## config.mk

```make
export PLATFORM = sky130hd
export DESIGN_NAME = bubble_sort_ascending_core
export DESIGN_NICKNAME = d
export VERILOG_FILES = /design/src/design/bsa_pkg.sv /design/src/design/bubble_sort_ascending_core.sv
export VERILOG_INCLUDE_DIRS = /design/src /design/src/design
export SDC_FILE = /design/constraint.sdc
export NUM_CORES = 1
export LEC_CHECK = 0
export BUFFER_PORTS_ARGS = -buffer_cell sky130_fd_sc_hd__buf_2
export CAP_MARGIN = 20
export CORE_AREA = 2 2 239 288
export CTS_CLUSTER_SIZE = 40
export DETAILED_ROUTE_END_ITERATION = 8
export DIE_AREA = 0 0 241 290
export PLACE_DENSITY = 0.58
export SKIP_CTS_REPAIR_TIMING = 1
export SYNTH_ARGS = -nofsm -noshare
export SYNTH_HDL_FRONTEND = slang
export SYNTH_SLANG_ARGS = --single-unit
```

## constraint.sdc

```tcl
create_clock -name aclk -period 6.4 [get_ports aclk]
set_input_delay 0.64 -clock aclk [delete_from_list [all_inputs] [get_ports aclk]]
set_output_delay 0.64 -clock aclk [all_outputs]
set_load 0.01 [all_outputs]
```

## src/design/bubble_sort_ascending_core_assert.svh

```systemverilog
// Assertion macros for the bubble sort core.
// Included by the modules that carry concurrent assertions; no other dependencies.
`ifndef BUBBLE_SORT_ASCENDING_CORE_ASSERT_SVH
`define BUBBLE_SORT_ASCENDING_CORE_ASSERT_SVH

// Same-cycle implication, checked at every rising clock edge outside reset.
`define BSA_ASSERT_IMPL(label, clk, rstn, ante, cons) \
    label: assert property (@(posedge clk) disable iff (!(rstn)) (ante) |-> (cons)) \
        else $error("bubble sort core: assertion failed");

// Next-cycle implication, checked at every rising clock edge outside reset.
`define BSA_ASSERT_NEXT(label, clk, rstn, ante, cons) \
    label: assert property (@(posedge clk) disable iff (!(rstn)) (ante) |=> (cons)) \
        else $error("bubble sort core: assertion failed");

`endif

```

## src/design/bsa_pkg.sv

```systemverilog
// Package for the bubble sort core: sequencer states and status codes.
// No dependencies.
package bsa_pkg;

    typedef enum logic [2:0] {
        S_LOAD,
        S_SORT_RD,
        S_LOAD_CARRY,
        S_STEP,
        S_FLUSH,
        S_OUT_RD,
        S_OUT_LD,
        S_OUT_WT
    } state_t;

    typedef logic [1:0] status_t;

    localparam status_t ST_SORTED = 2'd0;
    localparam status_t ST_EMPTY  = 2'd1;
    localparam status_t ST_OVER   = 2'd2;

endpackage

```

## src/design/bubble_sort_ascending_core.sv

```systemverilog
// Bubble sort core: loads a set into a single-port-per-direction memory, sorts it
// in place and streams it out. Depends on bsa_pkg and bubble_sort_ascending_core_assert.svh.
//
//  channel  | direction | handshake          | payload
//  ---------+-----------+--------------------+-------------------------------------
//  s_       | in        | s_valid / s_ready  | s_value_in[31:0] signed, s_last_in
//  m_       | out       | m_valid / m_ready  | m_value_out[31:0], m_last_out, m_status
//
// Loading accepts one item per cycle while s_valid is high; s_ready is high only
// while a set is loading. Sorting n values runs n-1 passes; pass p loads the last
// entry into a carry, steps down to entry p on the single read and write port and
// writes the carry to entry p-1. Each result item is held until m_ready is high.
// Reset (aresetn low at a clock edge) returns the core to loading an empty set.
`include "bubble_sort_ascending_core_assert.svh"

module bubble_sort_ascending_core #(
    parameter int DEPTH       = 16,
    parameter int VALUE_WIDTH = 32
) (
    input  logic                 aclk,
    input  logic                 aresetn,
    input  logic                 s_valid,
    output logic                 s_ready,
    input  logic signed [31:0]   s_value_in,
    input  logic                 s_last_in,
    output logic                 m_valid,
    input  logic                 m_ready,
    output logic signed [31:0]   m_value_out,
    output logic                 m_last_out,
    output logic [1:0]           m_status
);

    localparam int AW = $clog2(DEPTH);

    logic [VALUE_WIDTH-1:0] mem [DEPTH];

    bsa_pkg::state_t state_reg, state_next;
    logic [AW-1:0] count_reg, count_next;
    logic [AW-1:0] nm1_reg, nm1_next;
    logic [AW-1:0] pass_reg, pass_next;
    logic [AW-1:0] k_reg, k_next;
    logic [AW-1:0] j_reg, j_next;
    logic          empty_reg, empty_next;
    logic [VALUE_WIDTH-1:0] carry_reg, carry_next;
    bsa_pkg::status_t status_reg, status_next;
    logic          m_valid_reg, m_valid_next;
    logic [31:0]   m_value_reg, m_value_next;
    logic          m_last_reg, m_last_next;

    logic                   rd_en;
    logic [AW-1:0]          rd_addr;
    logic [VALUE_WIDTH-1:0] rd_data_reg;
    logic                   wr_en;
    logic [AW-1:0]          wr_addr;
    logic [VALUE_WIDTH-1:0] wr_data;

    logic signed [63:0]     in_sx;
    logic [VALUE_WIDTH-1:0] in_val;
    logic [63:0]            out_zx;
    logic                   first_empty;
    logic                   load_end;

    assign in_sx  = 64'(s_value_in);
    assign in_val = in_sx[VALUE_WIDTH-1:0];
    assign out_zx = 64'(rd_data_reg);

    // The set counts as empty when its first stored value is all ones.
    assign first_empty = (count_reg == '0) ? (in_val == '1) : empty_reg;
    assign load_end    = s_last_in || (count_reg == AW'(DEPTH - 1));

    always_ff @(posedge aclk) begin
        if (wr_en) begin
            mem[wr_addr] <= wr_data;
        end
        if (rd_en) begin
            rd_data_reg <= mem[rd_addr];
        end
    end

    always_ff @(posedge aclk) begin
        if (!aresetn) begin
            state_reg   <= bsa_pkg::S_LOAD;
            count_reg   <= '0;
            pass_reg    <= '0;
            k_reg       <= '0;
            j_reg       <= '0;
            m_valid_reg <= 1'b0;
        end else begin
            state_reg   <= state_next;
            count_reg   <= count_next;
            pass_reg    <= pass_next;
            k_reg       <= k_next;
            j_reg       <= j_next;
            m_valid_reg <= m_valid_next;
        end
    end

    always_ff @(posedge aclk) begin
        nm1_reg     <= nm1_next;
        empty_reg   <= empty_next;
        carry_reg   <= carry_next;
        status_reg  <= status_next;
        m_value_reg <= m_value_next;
        m_last_reg  <= m_last_next;
    end

    always_comb begin
        state_next   = state_reg;
        count_next   = count_reg;
        nm1_next     = nm1_reg;
        pass_next    = pass_reg;
        k_next       = k_reg;
        j_next       = j_reg;
        empty_next   = empty_reg;
        carry_next   = carry_reg;
        status_next  = status_reg;
        m_valid_next = m_valid_reg;
        m_value_next = m_value_reg;
        m_last_next  = m_last_reg;
        rd_en        = 1'b0;
        rd_addr      = '0;
        wr_en        = 1'b0;
        wr_addr      = '0;
        wr_data      = '0;
        s_ready      = 1'b0;

        case (state_reg)
            bsa_pkg::S_LOAD: begin
                s_ready = 1'b1;
                if (s_valid) begin
                    wr_en      = 1'b1;
                    wr_addr    = count_reg;
                    wr_data    = in_val;
                    empty_next = first_empty;
                    if (load_end) begin
                        count_next = '0;
                        nm1_next   = count_reg;
                        pass_next  = AW'(1);
                        k_next     = count_reg;
                        j_next     = '0;
                        if (first_empty) begin
                            status_next = bsa_pkg::ST_EMPTY;
                        end else if (s_last_in) begin
                            status_next = bsa_pkg::ST_SORTED;
                        end else begin
                            status_next = bsa_pkg::ST_OVER;
                        end
                        // A single value or an empty set needs no sorting.
                        if (first_empty || count_reg == '0) begin
                            state_next = bsa_pkg::S_OUT_RD;
                        end else begin
                            state_next = bsa_pkg::S_SORT_RD;
                        end
                    end else begin
                        count_next = count_reg + AW'(1);
                    end
                end
            end
            bsa_pkg::S_SORT_RD: begin
                rd_en      = 1'b1;
                rd_addr    = nm1_reg;
                k_next     = nm1_reg;
                state_next = bsa_pkg::S_LOAD_CARRY;
            end
            bsa_pkg::S_LOAD_CARRY: begin
                carry_next = rd_data_reg;
                rd_en      = 1'b1;
                rd_addr    = k_reg - AW'(1);
                state_next = bsa_pkg::S_STEP;
            end
            bsa_pkg::S_STEP: begin
                // The carried value is the smallest seen so far in this pass and
                // moves toward the front while it is strictly less.
                wr_en   = 1'b1;
                wr_addr = k_reg;
                if ($signed(carry_reg) < $signed(rd_data_reg)) begin
                    wr_data = rd_data_reg;
                end else begin
                    wr_data    = carry_reg;
                    carry_next = rd_data_reg;
                end
                if (k_reg == pass_reg) begin
                    state_next = bsa_pkg::S_FLUSH;
                end else begin
                    rd_en      = 1'b1;
                    rd_addr    = k_reg - AW'(2);
                    k_next     = k_reg - AW'(1);
                end
            end
            bsa_pkg::S_FLUSH: begin
                wr_en   = 1'b1;
                wr_addr = k_reg - AW'(1);
                wr_data = carry_reg;
                if (pass_reg == nm1_reg) begin
                    state_next = bsa_pkg::S_OUT_RD;
                end else begin
                    pass_next  = pass_reg + AW'(1);
                    state_next = bsa_pkg::S_SORT_RD;
                end
            end
            bsa_pkg::S_OUT_RD: begin
                rd_en      = 1'b1;
                rd_addr    = j_reg;
                state_next = bsa_pkg::S_OUT_LD;
            end
            bsa_pkg::S_OUT_LD: begin
                m_valid_next = 1'b1;
                m_value_next = out_zx[31:0];
                m_last_next  = (j_reg == nm1_reg);
                state_next   = bsa_pkg::S_OUT_WT;
            end
            bsa_pkg::S_OUT_WT: begin
                if (m_ready) begin
                    m_valid_next = 1'b0;
                    if (m_last_reg) begin
                        state_next = bsa_pkg::S_LOAD;
                    end else begin
                        rd_en      = 1'b1;
                        rd_addr    = j_reg + AW'(1);
                        j_next     = j_reg + AW'(1);
                        state_next = bsa_pkg::S_OUT_LD;
                    end
                end
            end
            default: begin
                state_next = bsa_pkg::S_LOAD;
            end
        endcase
    end

    assign m_valid     = m_valid_reg;
    assign m_value_out = m_value_reg;
    assign m_last_out  = m_last_reg;
    assign m_status    = status_reg;

    `BSA_ASSERT_IMPL(a_load_excludes_output, aclk, aresetn, m_valid_reg, !s_ready)
    `BSA_ASSERT_IMPL(a_no_same_entry_rw, aclk, aresetn, wr_en && rd_en, wr_addr != rd_addr)
    `BSA_ASSERT_IMPL(a_step_in_pass, aclk, aresetn, state_reg == bsa_pkg::S_STEP, k_reg >= pass_reg)
    `BSA_ASSERT_IMPL(a_last_at_end, aclk, aresetn, m_valid_reg && m_last_reg, j_reg == nm1_reg)
    `BSA_ASSERT_NEXT(a_last_returns_load, aclk, aresetn,
        m_valid_reg && m_ready && m_last_reg, state_reg == bsa_pkg::S_LOAD)

endmodule

```

Yosys cells after proc, flatten, opt, wreduce, memory -nomap -nowiden

Memories as Yosys holds them, arrays and structs flattened. A register that Yosys moved wholly into a read port is not among the register bits.
Cells that the tools add are included.
Widths: inputs -> output; s select.

Add/sub/neg operators: 5
$mul: 0
Divide/modulo/power cells: 0
Magnitude comparators: 1
Equal/unequal tests: 20
Shift-type cells: 0
Mux-type cells: 46
Bitwise logic cells: 0
Reductions and logical operators: 19

Operator list:

| operator             | number |
|---|---|
| $mux 32              | 3 |
| $pmux 32 s3          | 1 |
| $pmux 32 s2          | 1 |
| $mux 4               | 15 |
| $eq 32x32->1 const B | 1 |
| $lt 32x32->1         | 1 |
| $pmux 3 s8           | 1 |
| $pmux 4 s3           | 2 |
| $mux 3               | 7 |
| $pmux 4 s5           | 1 |
| $ne 2x2->1 const B   | 8 |
| $pmux 4 s2           | 2 |
| $add 4x1->4 const B  | 3 |
| $eq 3x3->1 const B   | 4 |
| $eq 4x4->1           | 3 |
| $reduce_and 4->1     | 3 |
| $mux 1               | 9 |
| $reduce_bool 2->1    | 4 |
| $eq 3x2->1 const B   | 2 |
| $reduce_and 2->1     | 3 |
| $reduce_and 5->1     | 1 |
| $eq 4x4->1 const B   | 1 |
| $logic_not 4->1      | 1 |
| $pmux 1 s2           | 2 |
| other kinds (11)     | 12 |

Flip-flop bits (word level): 92
Latch bits: 0
Memory bits (writable): 512
ROM bits: 0
Bits of input ports: 37
Output and inout port bits: 37
Memories: 1

Memories:

| memory | depth | width | read ports | clocked after Yosys merged registers in | wr ports | line                             | RTL |
|---|---|---|---|---|---|---|---|
| mem    | 16    | 32    | 1          | 1                                       | 1        | bubble_sort_ascending_core.sv:35 | `logic [VALUE_WIDTH-1:0] mem [DEPTH];` |

Logic depth before layout (Yosys ltp)

Depth in word-level cells: 7
Gate-level depth with buffers: 14
Gate-level depth less buffers: 9

Worst setup path before layout

Ideal clock, no wire load.

Path type: flip-flop to flip-flop
Start: register carry_reg[31]
End: register carry_reg[0] (enable)
Data arrival time: 3498 ps
Data required time: 5960 ps
Slack: 2462 ps
Stages on the path, launching flop included: 7
Buffers on the path: 0
Period minus slack after synthesis: 3938 ps
Cells stage by stage: edfxtp_1 -> ha_1 -> nand4_1 -> or2_2 -> o31ai_2 -> nor2_1 -> a41oi_1

Longest elaborated chain between the ends: 3

RTL lines:

| item                       | line                              | RTL |
|---|---|---|
| from (decl)                | bubble_sort_ascending_core.sv:44  | `logic [VALUE_WIDTH-1:0] carry_reg, carry_next;` |
| from (signal assigned)     | bubble_sort_ascending_core.sv:101 | `carry_reg <= carry_next;` |
| $lt 32x32->1               | bubble_sort_ascending_core.sv:176 | `if ($signed(carry_reg) < $signed(rd_data_reg)) begin` |
| $ne 2x2->1 (no line)       | -                                 |  |
| $reduce_and 2->1 (no line) | -                                 |  |

Every way passes these cells.
A chain may end at the register's enable or synchronous reset.

Worst setup path in the final report

Start: register state_reg[0]
End: register rd_data_reg[27], read port of mem (data pin)

Longest elaborated chain between the ends: 3

RTL lines:

| item                                     | line                              | RTL |
|---|---|---|
| from (decl)                              | bubble_sort_ascending_core.sv:37  | `bsa_pkg::state_t state_reg, state_next;` |
| from (signal assigned)                   | bubble_sort_ascending_core.sv:82  | `state_reg <= bsa_pkg::S_LOAD;` |
| from (signal assigned)                   | bubble_sort_ascending_core.sv:89  | `state_reg <= state_next;` |
| $eq 3x3->1, or another cell as far along | bubble_sort_ascending_core.sv:127 | `case (state_reg)` |
| $reduce_or 3->1 (no line)                | -                                 |  |
| $pmux 1 s3                               | bubble_sort_ascending_core.sv:127 |  |
| to (decl)                                | bubble_sort_ascending_core.sv:52  | `logic [VALUE_WIDTH-1:0] rd_data_reg;` |

Several ways; a longest one is shown, not always the timed one.

==> out/summary.txt <==
first-pass GRT wire length - 107 mm
port bufs - 73
Critical Path, Cell by Cell - nand3b_1, a41oi_2, a211o_4, buf_12, nand2_1, a32oi_1, a31oi_1, nor3_1
Area after DPL - 0.0280 mm^2
crit-path max FO - 89
synthesized flop and latch total - 636
Seq/Total Area, Yosys - 71.2%
Tot GR Track Use - 20.8%
Fin. Hold Viols - 0
worst setup path end - rd_data_reg[27]$_DFFE_PP_
DRC - 0
worst reg-to-reg path cell count - 8
DIE AREA - 0.0699 mm^2
Post-synth EDFFs - 616
Worst Max-Slew Pin Slew - 1.01 ns
Detailed Routing Iterations Pass 1 - 6
Setup WS pre-CTS - 1.78 ns
top_reg_cell synth - edfxtp_1
RD Place Congestion - 0.872
Layout Skew - 0.0221 ns
via count - 17.3k
CP max stage cell - dfxtp_1
CTS tree - done
die width - 241 um
most frequent cells in the layout - 616 x edfxtp_1, 364 x nand2_1, 225 x nand3_1, 107 x o21ai_0, 101 x nor3_1
vias in the first global route - 16.6k
CTS H-Tree Depth - 2
Post-synth ARST share - 0%
# fillers - 6050
Final min period - 4.60 ns
hold crit path type - input pin to register
RSZ-0062 raised after global routing - false
Largest register FFs - 512
r2r setup slk - 1.80 ns
VDD IR max - 0.720 mV
Peak Freq - 0.218 GHz
post-route cell area - 0.0301 mm^2
commonest non-fill, non-tap cell in the layout - edfxtp_1
area growth from synthesis to final layout - 13.3%
worst r2r src - state_reg[0]$_SDFFE_PN0P_
PwrDens - 513 mW/mm^2
largest net degree at the start of global routing - 231
ANT nets after route - 0
placed insts - 2932
share of the synthesized area in the top cell type - 69.7%
nets - 2185
Setup crit start kind - register
routed wire length - 73.5 mm
Final Max Tran Viols - 0
io pins - 74
library cells used by synthesis - 68
Slew HR - 32.7%
CTS Root Cell - clkbuf_16
Reg clk slew, reported paths - 0.07 ns
row count - 104
vias per inst - 5.64
Final TNS setup - 0 ns
CTS max path bufs - 3
max_cap viols - 0
DRT iter0 DRCs - 1633
syn nets - 2111
Cells after Synth - 2036
Hold WS - 0.349 ns
status - completed
WP data required - 6.75 ns
Non-Filler Instances - 3059
gr ovfl total - 0
DPL Wire Length - 44.4 mm
antenna violations before repair - 2
beginning of the critical path - state_reg[0]$_SDFFE_PN0P_
Ys Warns - 0
Diodes inserted - 0
final worst path period share - 71.8%
proportion of layout cells with a drive suffix above 1 - 13.2%
Final Total Pwr - 15.4 mW
leakage power - 10.2 nW
Synth area leaders - edfxtp_1 70%, nand2_1 5.2%, nand3_1 4.2%
Initial Util - 39.7%
latest clock arrival within the worst-skew pair - 0.64 ns
reg2reg end - rd_data_reg[27]$_DFFE_PP_
core area - 0.0669 mm^2
Synth area leader - edfxtp_1
clock sink count - 636
Mapped Avg Cell Area - 13.0 um^2
CP peak stage delay - 0.90 ns
Final Setup Violations - 0
Cell Area, Synth - 0.0265 mm^2
arrival time worst endpoint - 4.95 ns
largest reg by FF count - mem
worst setup margin - 1.80 ns
post-layout util - 45.0%
CTS Buf Count - 58
Avg WL per Cell - 24.0 um
Setup crit end kind - register
path type of the worst setup path - register to register
die height - 290 um
## worst min path at each step
stage	start	slack, ns	cells after the start	to
after floorplan	count_reg[2]$_SDFFE_PN0P_	0.41	0	nm1_reg[2]$_DFFE_PP_
after global placement	rd_data_reg[9]$_DFFE_PP_	0.46	0	m_value_out[9]$_DFFE_PP_
after detailed placement	rd_data_reg[8]$_DFFE_PP_	0.47	0	m_value_out[8]$_DFFE_PP_
after CTS	s_valid	0.32	3	state_reg[0]$_SDFFE_PN0P_
after global routing	s_last_in	0.34	2	m_status[1]$_SDFFCE_PP0P_
final	s_last_in	0.35	2	m_status[1]$_SDFFCE_PP0P_
## where the power goes
part / switching [mW] / internal, mW
combinational: 4.17 / 1.55
sequential: 0.342 / 5.93
clock: 1.54 / 1.92
## synth_stat cells (8+ instances only)
cell type,count
buf_6,10
inv_1,44
o21ai_1,28
mux2i_1,39
o21ai_0,109
a211oi_1,8
nor2_1,54
a32oi_1,31
nor3_1,101
nand2_1,366
o221ai_1,34
xor2_1,13
nand4_1,18
clkbuf_1,51
a21o_1,16
a31oi_1,32
nand3_1,225
ha_1,38
dfxtp_1,20
a21oi_1,20
buf_2,62
edfxtp_1,616
## cells by family (layout without fill, tap and decap cells)
| family | after synthesis | after routing | share of synthesized area [%] |
|---|---|---|---|
| AO/OA/AOI/OAI | 313 | 313 | 7.75 |
| XOR/XNOR | 21 | 21 | 0.749 |
| adder cells (fa/ha/maj) | 38 | 38 | 1.79 |
| buffers and inverters | 177 | 299 | 3.18 |
| flip-flops | 636 | 636 | 71.2 |
| multiplexers | 40 | 40 | 1.53 |
| AND/OR/NAND/NOR | 811 | 811 | 13.8 |
## cell type report
cell class	instances	area (um^2)	share of cell area [%]
clock buffers	66	1520	5.06
clock inverters	42	372	1.24
inverters	45	169	0.561
multi-input cells	1223	7020	23.3
flip-flops and latches	636	18900	62.8
well taps	901	1130	3.75
repair buffers	146	975	3.24
## critical path, delay by kind of cell (launching register included)
kind,cells,cell delay (ns)
AOI/OAI and AO/OA,4,1.67
and+or+nand+nor,3,1.18
DFF,1,0.90
buffers and inverters,1,0.42
## metal layers
layer | vias to the layer above | global-route usage, % | share of wire (%)
met5 | - | 0 | 0.018
met4 | 2 | 7.68 | 3.7
met3 | 160 | 3.75 | 7.1
li1 | 7793 | - | -
met1 | 8607 | 26.7 | 40
met2 | 705 | 35.0 | 49
No activity file was read; power rests on OpenSTA's default activity.
